`src/rtl/pgmf_pkg.sv`:
```
package pgmf_pkg;

	// Width of the body byte counter, 16 to 32 bits.
	localparam int unsigned LEN_WIDTH = 32;

	// Width of the length field on the wire.
	localparam int unsigned LEN_ACC_W = 32;

	localparam logic [LEN_ACC_W-1:0] HDR_LEN_BYTES = LEN_ACC_W'(4);
	localparam logic [LEN_ACC_W-1:0] BODY_MAX =
		LEN_ACC_W'((64'd1 << LEN_WIDTH) - 64'd1);

	// ReadyForQuery message type, 'Z'.
	localparam logic [7:0] READY_TYPE = 8'h5A;

	localparam logic KIND_STATUS    = 1'b0;
	localparam logic KIND_MALFORMED = 1'b1;

	typedef enum logic [2:0] {
		HDR_TYPE = 3'd0,
		HDR_LEN1 = 3'd1,
		HDR_LEN2 = 3'd2,
		HDR_LEN3 = 3'd3,
		HDR_LEN4 = 3'd4,
		HDR_BODY = 3'd5
	} hdr_state_t;

	typedef struct packed {
		logic       result_kind;
		logic [7:0] xact_status;
		logic [7:0] msg_type;
	} pgmf_result_t;

endpackage

```
`src/rtl/pgmf_byte_if.sv`:
```
interface pgmf_byte_if;
	logic       valid;
	logic       ready;
	logic [7:0] data_byte;

	modport source (output valid, output data_byte, input ready);
	modport sink (input valid, input data_byte, output ready);
endinterface

```
`src/rtl/pgmf_result_if.sv`:
```
interface pgmf_result_if;
	logic       valid;
	logic       ready;
	logic       result_kind;
	logic [7:0] xact_status;
	logic [7:0] msg_type;

	modport source (output valid, output result_kind, output xact_status, output msg_type,
		input ready);
	modport sink (input valid, input result_kind, input xact_status, input msg_type,
		output ready);
endinterface

```
`src/rtl/pgmf_parse.sv`:
```
module pgmf_parse (
	input  logic                    clk,
	input  logic                    arst_n,
	input  logic                    take,
	input  logic [7:0]              data_byte,
	output logic                    res_valid,
	output pgmf_pkg::pgmf_result_t  res
);

	pgmf_pkg::hdr_state_t hdr_q, hdr_d;
	logic [7:0]                       type_q, type_d;
	logic [pgmf_pkg::LEN_ACC_W-1:0]   len_q, len_d;
	logic [pgmf_pkg::LEN_WIDTH-1:0]   body_q, body_d;
	logic                             pend_q, pend_d;

	logic [pgmf_pkg::LEN_ACC_W-1:0]   len_full;
	logic [pgmf_pkg::LEN_ACC_W-1:0]   body_raw;
	logic [pgmf_pkg::LEN_ACC_W-1:0]   body_sat;
	logic [pgmf_pkg::LEN_WIDTH-1:0]   body_dec;

	assign len_full = {len_q[pgmf_pkg::LEN_ACC_W-9:0], data_byte};
	assign body_raw = len_full - pgmf_pkg::HDR_LEN_BYTES;
	assign body_sat = (body_raw > pgmf_pkg::BODY_MAX) ? pgmf_pkg::BODY_MAX : body_raw;
	assign body_dec = body_q - {{(pgmf_pkg::LEN_WIDTH-1){1'b0}}, (body_q != '0)};

	always_ff @(posedge clk or negedge arst_n) begin
		if (!arst_n) begin
			hdr_q  <= pgmf_pkg::HDR_TYPE;
			type_q <= '0;
			len_q  <= '0;
			body_q <= '0;
			pend_q <= 1'b0;
		end else if (take) begin
			hdr_q  <= hdr_d;
			type_q <= type_d;
			len_q  <= len_d;
			body_q <= body_d;
			pend_q <= pend_d;
		end
	end

	always_comb begin
		hdr_d     = hdr_q;
		type_d    = type_q;
		len_d     = len_q;
		body_d    = body_q;
		pend_d    = pend_q;
		res_valid = 1'b0;
		res       = '{result_kind: pgmf_pkg::KIND_STATUS, xact_status: data_byte,
			msg_type: type_q};
		case (hdr_q)
			pgmf_pkg::HDR_LEN1: begin
				len_d = len_full;
				hdr_d = pgmf_pkg::HDR_LEN2;
			end
			pgmf_pkg::HDR_LEN2: begin
				len_d = len_full;
				hdr_d = pgmf_pkg::HDR_LEN3;
			end
			pgmf_pkg::HDR_LEN3: begin
				len_d = len_full;
				hdr_d = pgmf_pkg::HDR_LEN4;
			end
			pgmf_pkg::HDR_LEN4: begin
				len_d = len_full;
				if (len_full < pgmf_pkg::HDR_LEN_BYTES) begin
					// short length: flag it and treat the body as empty
					res_valid       = 1'b1;
					res.result_kind = pgmf_pkg::KIND_MALFORMED;
					res.xact_status = '0;
					body_d          = '0;
					pend_d          = 1'b0;
					hdr_d           = pgmf_pkg::HDR_TYPE;
				end else begin
					body_d = body_sat[pgmf_pkg::LEN_WIDTH-1:0];
					if (body_sat == '0) begin
						pend_d = 1'b0;
						hdr_d  = pgmf_pkg::HDR_TYPE;
					end else begin
						pend_d = (type_q == pgmf_pkg::READY_TYPE);
						hdr_d  = pgmf_pkg::HDR_BODY;
					end
				end
			end
			pgmf_pkg::HDR_BODY: begin
				if (pend_q) begin
					res_valid = 1'b1;
					pend_d    = 1'b0;
				end
				body_d = body_dec;
				if (body_dec == '0) begin
					hdr_d = pgmf_pkg::HDR_TYPE;
				end
			end
			default: begin
				// type byte, also the unused codes
				type_d = data_byte;
				len_d  = '0;
				pend_d = 1'b0;
				hdr_d  = pgmf_pkg::HDR_LEN1;
			end
		endcase
	end

endmodule

```
`src/rtl/pgmf_out_buf.sv`:
```
module pgmf_out_buf (
	input  logic                    clk,
	input  logic                    arst_n,
	input  logic                    push,
	input  pgmf_pkg::pgmf_result_t  push_res,
	output logic                    can_take,
	output logic                    out_valid,
	input  logic                    out_ready,
	output pgmf_pkg::pgmf_result_t  out_res
);

	logic                   main_valid_q;
	logic                   skid_valid_q;
	pgmf_pkg::pgmf_result_t main_q;
	pgmf_pkg::pgmf_result_t skid_q;
	logic                   pop;
	logic                   main_free;

	assign pop       = main_valid_q && out_ready;
	assign main_free = !main_valid_q || pop;
	assign can_take  = !skid_valid_q;
	assign out_valid = main_valid_q;
	assign out_res   = main_q;

	always_ff @(posedge clk or negedge arst_n) begin
		if (!arst_n) begin
			main_valid_q <= 1'b0;
			skid_valid_q <= 1'b0;
		end else if (skid_valid_q) begin
			if (pop) begin
				skid_valid_q <= 1'b0;
			end
		end else if (push) begin
			if (main_free) begin
				main_valid_q <= 1'b1;
			end else begin
				skid_valid_q <= 1'b1;
			end
		end else if (pop) begin
			main_valid_q <= 1'b0;
		end
	end

	always_ff @(posedge clk) begin
		if (skid_valid_q) begin
			if (pop) begin
				main_q <= skid_q;
			end
		end else if (push) begin
			if (main_free) begin
				main_q <= push_res;
			end else begin
				skid_q <= push_res;
			end
		end
	end

endmodule

```
`src/rtl/pg_message_framer_unit.sv`:
```
// Message framer for the server-to-client stream of the PostgreSQL wire protocol.
// Channels: stream (sink) carries one protocol byte per transfer; result (source)
// carries one report per transfer: the transaction status of a ReadyForQuery ('Z')
// message, or a flag for a message whose length field is below four.
// Throughput: one byte per cycle while the output buffer has room; the header/body
// tracker updates its counter and compares combinationally for each byte.
// Reports: a report is registered into the output buffer on the transfer of the byte
// that causes it (the status byte, or the last length byte), then offered on result.
// Most bytes cause no report; those transfers produce nothing on result.
// Reset: the framer expects a type byte, all counters clear, no report is held.
// Stall: the output buffer holds two reports. While the receiver stalls the framer
// keeps taking bytes; stream.ready drops only once both entries are occupied, and
// rises again in the cycle after the receiver takes one.
module pg_message_framer_unit (
	input  logic            clk,
	input  logic            arst_n,
	pgmf_byte_if.sink       stream,
	pgmf_result_if.source   result
);

	logic                   take;
	logic                   res_valid;
	logic                   can_take;
	logic                   out_valid;
	pgmf_pkg::pgmf_result_t res;
	pgmf_pkg::pgmf_result_t out_res;

	// accept a byte whenever the output buffer has room for a possible report
	assign stream.ready = can_take;
	assign take         = stream.valid && can_take;

	// header and body tracking, one byte per transfer
	pgmf_parse u_parse (
		.clk       (clk),
		.arst_n    (arst_n),
		.take      (take),
		.data_byte (stream.data_byte),
		.res_valid (res_valid),
		.res       (res)
	);

	// register reports and absorb receiver stalls
	pgmf_out_buf u_out_buf (
		.clk       (clk),
		.arst_n    (arst_n),
		.push      (take && res_valid),
		.push_res  (res),
		.can_take  (can_take),
		.out_valid (out_valid),
		.out_ready (result.ready),
		.out_res   (out_res)
	);

	assign result.valid       = out_valid;
	assign result.result_kind = out_res.result_kind;
	assign result.xact_status = out_res.xact_status;
	assign result.msg_type    = out_res.msg_type;

`ifndef SYNTHESIS
	// a malformed-length report never carries a status byte
	a_malformed_zero: assert property (@(posedge clk) disable iff (!arst_n)
		result.valid && (result.result_kind == pgmf_pkg::KIND_MALFORMED)
		|-> (result.xact_status == 8'h00))
		else $error("malformed report carries a status byte");

	// a status report only ever comes from a ReadyForQuery message
	a_status_type: assert property (@(posedge clk) disable iff (!arst_n)
		result.valid && (result.result_kind == pgmf_pkg::KIND_STATUS)
		|-> (result.msg_type == pgmf_pkg::READY_TYPE))
		else $error("status report for a message that is not ReadyForQuery");

	// after an accepted byte raises a report, result carries a valid report in the next cycle
	a_report_offered: assert property (@(posedge clk) disable iff (!arst_n)
		take && res_valid |=> result.valid)
		else $error("report lost between framer and output buffer");
`endif

endmodule

```
`src/flat_wrapper.sv`:
```
// flat-port wrapper written by rule: the top's interface ports become plain ports
module pg_message_framer_unit_flat 
  (clk, arst_n, stream_valid, stream_data_byte, stream_ready, result_valid, result_result_kind, result_xact_status, result_msg_type, result_ready);
  pgmf_byte_if stream_i ();
  pgmf_result_if result_i ();
  input  logic clk;
  input  logic arst_n;
  input wire logic [$bits(stream_i.valid)-1:0] stream_valid;
  input wire logic [$bits(stream_i.data_byte)-1:0] stream_data_byte;
  output wire logic [$bits(stream_i.ready)-1:0] stream_ready;
  output wire logic [$bits(result_i.valid)-1:0] result_valid;
  output wire logic [$bits(result_i.result_kind)-1:0] result_result_kind;
  output wire logic [$bits(result_i.xact_status)-1:0] result_xact_status;
  output wire logic [$bits(result_i.msg_type)-1:0] result_msg_type;
  input wire logic [$bits(result_i.ready)-1:0] result_ready;
  assign stream_i.valid = stream_valid;
  assign stream_i.data_byte = stream_data_byte;
  assign stream_ready = stream_i.ready;
  assign result_valid = result_i.valid;
  assign result_result_kind = result_i.result_kind;
  assign result_xact_status = result_i.xact_status;
  assign result_msg_type = result_i.msg_type;
  assign result_i.ready = result_ready;
  pg_message_framer_unit u_core (.clk(clk), .arst_n(arst_n), .stream(stream_i), .result(result_i));
endmodule
```
`config.mk`:
```
export PLATFORM = sky130hd
export DESIGN_NAME = pg_message_framer_unit_flat
export DESIGN_NICKNAME = d
export VERILOG_FILES = /design/src/rtl/pgmf_pkg.sv /design/src/rtl/pgmf_byte_if.sv /design/src/rtl/pgmf_result_if.sv /design/src/rtl/pgmf_parse.sv /design/src/rtl/pgmf_out_buf.sv /design/src/rtl/pg_message_framer_unit.sv /design/src/flat_wrapper.sv
export SDC_FILE = /design/constraint.sdc
export NUM_CORES = 1
export LEC_CHECK = 0
export BUFFER_PORTS_ARGS = -buffer_cell sky130_fd_sc_hd__buf_2
export CORE_MARGIN = 4
export CORE_UTILIZATION = 60
export DETAILED_ROUTE_END_ITERATION = 6
export GPL_ROUTABILITY_DRIVEN = 0
export GPL_TIMING_DRIVEN = 0
export PLACE_DENSITY_LB_ADDON = 0.1
export SYNTH_ARGS = -nofsm -noshare
export SYNTH_HDL_FRONTEND = slang
export SYNTH_HIERARCHICAL = 1
export SYNTH_SLANG_ARGS = --single-unit
```
`constraint.sdc`:
```
create_clock -name clk -period 5 [get_ports clk]
set_clock_uncertainty 0.2 [all_clocks]
set_input_delay 0.75 -clock clk [delete_from_list [all_inputs] [get_ports clk]]
set_output_delay 0.75 -clock clk [all_outputs]
set_load 0.05 [all_outputs]
```
Word level (Yosys, flattened, before mapping)
Cells that the tools add are included.
{ "totals": {"output_inout_bits": 19, "elab_cells": 82, "reg_bits": 104} }
{ "op_classes": {"n_addsub": 2, "n_eq_ne": 9, "n_bitwise": 5, "reduce_logical": 24, "n_lt_le_gt_ge": 2, "n_mux": 27} }
{ "op_table": {"columns": ["cell", "n"], "rows": [
  ["17-bit 2-to-1 mux", 4],
  ["32-bit logical NOT", 2],
  ["32-bit 2-to-1 mux", 2],
  ["32-bit case mux with 2 select lines", 1],
  ["24-bit case mux with 2 select lines", 1],
  ["32-bit greater-than comparator, second input constant", 1],
  ["32-bit by 3-bit < comparator with 1-bit output, second input constant", 1],
  ["32-bit nonzero test", 1],
  ["32-bit by 1-bit subtractor with 32-bit output", 1],
  ["32-bit by 3-bit subtractor with 32-bit output, second input constant", 1],
  ["9-bit 2-to-1 mux", 2],
  ["3-bit case mux with 5 select lines", 1],
  ["1-bit 2-to-1 mux", 11],
  ["2-bit AND reduction", 5],
  ["3-bit 2-to-1 mux", 3],
  ["3-bit AND reduction", 3],
  ["8-bit by 7-bit == test with 1-bit output, second input constant", 1],
  ["2-bit nonzero test", 4],
  ["3-bit by 2-bit == test with 1-bit output, second input constant", 2],
  ["3-bit == test, second input constant", 2],
  ["1-bit inverter", 5],
  ["5-bit OR reduction", 1],
  ["2-bit by 1-bit inequality test with 1-bit output, second input constant", 2],
  ["1-bit case mux with 2 select lines", 2],
  ["other kinds (7)", 10]
]} }

Longest topological paths before layout
{ "logic_depth": {"word_depth": 7, "ltp_mapped": 17, "depth_no_buf": 14} }

Hierarchy
The synthesis kept the hierarchy.
{ "modules_own_cells": {"columns": ["module", "instances", "seq_area_each_um2", "cells_per_inst", "area_per_inst_um2"], "rows": [
  ["pgmf_parse", 1, 1701.6, 565, 4703.3],
  ["pgmf_out_buf", 1, 1071.0, 64, 1343.8],
  ["pg_message_framer_unit", 1, 0.0, 2, 12.5]
]} }

Worst setup path before layout
OpenSTA, ideal clock, no wires.
{ "synth_path": {"path_kind": "input-to-reg", "from": "in stream_data_byte[3]", "to": "reg u_core.u_out_buf.main_q, in the netlist u_core/u_out_buf/out_res[0], enable pin", "stages": 11, "arrival_ns": 3.787, "slack_ns": 0.639, "cell_sequence": "inv_1 > ha_1 > or4b_2 > clkbuf_1 > nor2_1 > nand4_1 > or3_1 > nor2_1 > a21o_1 > and3_1 > o22a_1"} }
{ "synth_between": {"elab_chain_len": 6} }
{ "synth_rtl": {"columns": ["item", "line", "text"], "rows": [
  ["start, declared", "flat_wrapper.sv:9", "input wire logic [$bits(stream_i.data_byte)-1:0] stream_data_byte;"],
  ["32-bit by 3-bit < comparator with 1-bit output", "pgmf_parse.sv:66", "if (len_full < pgmf_pkg::HDR_LEN_BYTES) begin"],
  ["1-bit 2-to-1 mux", "pgmf_parse.sv:66", null],
  ["1-bit case mux with 2 select lines", "pgmf_parse.sv:51", "case (hdr_q)"],
  ["via u_core.res_valid", "pg_message_framer_unit.sv:22", "logic res_valid;"],
  ["1-bit logical AND", "pg_message_framer_unit.sv:46", ".push (take && res_valid),"],
  ["2-bit nonzero test (no source line)", null, null],
  ["3-bit AND reduction (no source line)", null, null],
  ["end signal, assigned", "pgmf_out_buf.sv:47", "main_q <= skid_q;"],
  ["end signal, assigned", "pgmf_out_buf.sv:51", "main_q <= push_res;"],
  ["end, declared", "pgmf_out_buf.sv:14", "pgmf_pkg::pgmf_result_t main_q;"]
]} }
The timed path passes the listed nets, and every way through them passes these cells.
A chain may end at the register's enable or synchronous reset.

Worst setup path in the final report
{ "layout_path": {"from": "in stream_data_byte[3]", "to": "reg u_core/u_out_buf/skid_q[11] in the netlist's numbering, enable pin"} }
{ "layout_between": {"elab_chain_len": 5} }
{ "layout_rtl": {"columns": ["item", "line", "text"], "rows": [
  ["32-bit by 3-bit < comparator with 1-bit output", "pgmf_parse.sv:66", null],
  ["1-bit 2-to-1 mux", "pgmf_parse.sv:66", null],
  ["1-bit case mux with 2 select lines", "pgmf_parse.sv:51", null],
  ["via u_core.res_valid", "pg_message_framer_unit.sv:22", null],
  ["1-bit logical AND", "pg_message_framer_unit.sv:46", null],
  ["3-bit AND reduction (no source line)", null, null],
  ["end signal, assigned", "pgmf_out_buf.sv:53", "skid_q <= push_res;"],
  ["end, declared", "pgmf_out_buf.sv:15", "pgmf_pkg::pgmf_result_t skid_q;"]
]} }
The timed path passes the listed nets, and every way through them passes these cells.

==> results.py <==
metrics = {
    "yosys": {
        "synth_async_sr_flop_share": 0.673,
        "synth_xor_area_frac": 0.0405,
        "synth-compound-area-share": 0.188,
        "syn_avg_cell_area_um2": 9.60,
        "yosysWarnings": 6,
        "synth-edff-count": 34,
        "synthFlopType": "dfrtp_1",
        "synthSimpleGateAreaFrac": 0.209,
        "synthAdderAreaFrac": 0.00826,
        "synth_cell_types": 68,
        "synth_fp_nets": 647,
        "yosysSeqAreaShare": 0.458,
        "ys_seq_elements": 104,
        "synthMuxAreaShare": 0.0463,
        "synth_cells": 631,
        "synth_top_family_by_area": "simple AND/OR/NAND/NOR gates",
        "synth_area_mm2": 0.00606,
    },
    "outcome": {
        "status": "complete, but fails checks",
        "violations": "DRC",
    },
    "final_layout": {
        "diodes": 0,
        "fillerInstances": 824,
        "drive_above_1_share": 0.135,
        "mostFrequentLayoutCells": "70 x dfrtp_1, 48 x nor2_1, 47 x clkbuf_1",
        "nets": 685,
        "final_common_cell": "dfrtp_1",
        "syn_to_final_growth_pct": 9.27,
    },
    "timing": {
        "finalSetupViolations": 0,
        "worst_slack_ns": 0.174,
        "hold_violations": 0,
        "slew_viol_final": 0,
        "fin_setup_tns_ns": 0,
        "slew_headroom": 0.316,
        "fin_crit_sh": 0.965,
        "rsz0062_at_grt": "no",
        "worst_pin_slew_ns": 1.02,
        "finalCriticalPeriod_ns": 4.83,
        "max_freq_mhz": 207,
    },
    "detailed_routing": {
        "ant_nets": 0,
        "drt-initial-drc-count": 587,
        "vias": 5430,
        "drt-wirelength-per-cell_um": 21.0,
        "drc": 18,
        "via_per_inst": 6.73,
        "routed_wl_um": 16900,
        "dr.pass1.iters": 7,
    },
    "setup_path": {
        "crit_chain": "buf_2, inv_1, ha_1, or4b_2, clkbuf_1, nor2_2, nand4_1, or3_1, nor2_1, a21o_1, and3_1, and4bb_2",
        "crit_type": "primary input to flop",
        "crit_required_ns": 4.84,
        "cp-start-kind": "primary input",
        "worst_ep_arrival_time_ns": 4.66,
        "critPathMaxStageDelay_ns": 0.61,
        "cp_max_fo": 17,
        "end_kind": "flop",
        "cpMaxStageDelayCell": "or4b_2",
    },
    "power": {
        "power.total_uw": 3850,
        "irDropWorstVdd_mv": 0.380,
        "power.density_mw_per_mm2": 582,
        "leakage_uw": 0.00250,
    },
    "grt": {
        "grt_max_degree": 71,
        "antenna_found_initial": 0,
        "grt_pass1_vias": 5154,
        "grt.overflow.total": 0,
        "track_usage": 0.304,
        "grt_pass1_wl_um": 27300,
    },
    "die": {
        "start_util": 0.617,
        "die_w_um": 108,
        "coreArea_mm2": 0.00982,
        "io_pins": 31,
        "die_area_mm2": 0.0118,
        "die_y_um": 108,
        "rows": 36,
    },
    "clock_tree": {
        "path_clk_slew_ns": 0.09,
        "postCtsSetupBuffers": 0,
        "clock_sinks": 104,
        "ctsResizeCount": 1,
        "htree_levels": 3,
        "cts_tree": "built",
        "cts_hold_buf": 0,
        "cts_buffers": 9,
        "clockRootBuffer": "clkbuf_8",
        "clk_path_buf_depth": 2,
        "clock_latency_ns": 0.39,
    },
    "placement": {
        "dp_slack_ns": -0.454,
        "dpl.hpwl_um": 11900,
        "portBuffers": 27,
    },
    "min_path": {
        "hold_path.class": "primary input to asynchronous set/reset pin",
    },
    "job": {
        "cap_violations": 0,
    },
}
==> cell families after synthesis <==
logic type               after synthesis
AO/OA/AOI/OAI                        169
XOR/XNOR                              28
adder cells (fa/ha/maj)                4
buffers and inverters                 72
flip-flops                           104
multiplexers                          25
AND/OR/NAND/NOR                      229
==> metrics by stage <==
| step | std cells | hold WS [ns] | cell area [µm²] | utilization |
|---|---|---|---|---|
| final | 807 | 0.267 | 6620 | 0.674 |
| after global routing | 807 | 0.327 | 6620 | 0.674 |
| after CTS | 807 | 0.285 | 6620 | 0.674 |
| after detailed placement | 791 | 0.284 | 6360 | 0.648 |
| after global placement | 791 | 0.276 | 6360 | 0.648 |
| after floorplan | 631 | 0.249 | 6060 | - |
==> sequential cells by signal, indices dropped and copies added, names as in the netlist <==
register and count:
u_core/u_parse/hdr_q 3, u_core/u_parse/type_q 8, u_core/u_parse/pend_q 1, u_core/u_parse/body_q 32, u_core/u_out_buf/out_valid 1, u_core/u_parse/len_q 24
u_core/u_out_buf/skid_valid_q 1, u_core/u_out_buf/skid_q 17, u_core/u_out_buf/out_res 17
==> synth_stat cells, drive strengths merged, types with 13 or more instances <==
cell | n | share of area
clkbuf | 47 | 0.029
mux2 | 24 | 0.045
nand4 | 13 | 0.013
a21oi | 29 | 0.024
nor3 | 33 | 0.031
dfrtp | 70 | 0.29
nand2 | 40 | 0.025
inv | 15 | 0.0093
xor2 | 13 | 0.019
xnor2 | 15 | 0.022
edfxtp | 34 | 0.17
o21ai | 46 | 0.038
nor4 | 20 | 0.021
nor2 | 49 | 0.030
a22o | 36 | 0.052
==> worst max-delay path: cells and delay by family <==
| family | cells | cell delay [ns] |
|---|---|---|
| AO/OA/AOI/OAI | 1 | 0.15 |
| adder cells (fa/ha/maj) | 1 | 0.38 |
| buffers and inverters | 3 | 0.52 |
| AND/OR/NAND/NOR | 7 | 2.86 |
==> area by class of cell <==
class	instances	area (µm²)	share of cell area
buffer	57	250	0.0378
multi-input combinational	455	2980	0.451
inverter	15	56.3	0.00850
sequential	104	2770	0.419
tap	133	166	0.0251
clock buffer	9	124	0.0187
timing repair buffer	27	138	0.0208
clock inverter	7	130	0.0197
==> final timing paths <==
check                                                          start                                      end  slack (ns)  cells after the start
worst max-delay path                             stream_data_byte[3]    u_core/u_out_buf/skid_q[11]$_DFFE_PP_        0.17                     12
worst min-delay path                                          arst_n  u_core/u_out_buf/skid_valid_q$_DFF_PN0_        0.27                      1
worst max register to register  u_core/u_parse/body_q[8]$_DFFE_PN0P_      u_core/u_parse/hdr_q[2]$_DFFE_PN0P_        0.31                     16
worst min register to register  u_core/u_parse/type_q[6]$_DFFE_PN0P_     u_core/u_out_buf/skid_q[6]$_DFFE_PP_        0.30                      0
max in group asynchronous                                     arst_n    u_core/u_parse/body_q[22]$_DFFE_PN0P_        3.74                      1
min in group clk                u_core/u_parse/type_q[6]$_DFFE_PN0P_     u_core/u_out_buf/skid_q[6]$_DFFE_PP_        0.30                      0
==> report_power, final <==
part / internal, µW / leakage (µW) / switching [µW]
logic: 649 / 0.00117 / 1120
clock network: 343 / 0.000128 / 315
registers: 1140 / 0.00120 / 288
total: 2130 / 0.00250 / 1720
==> routing by layer <==
metal | share of wire | GRT usage
met1 | 0.41 | 0.423
met5 | 0 | 0
met2 | 0.45 | 0.447
met4 | 0.035 | 0.128
met3 | 0.10 | 0.0866
Note: power is estimated with default switching activity, not from simulation.
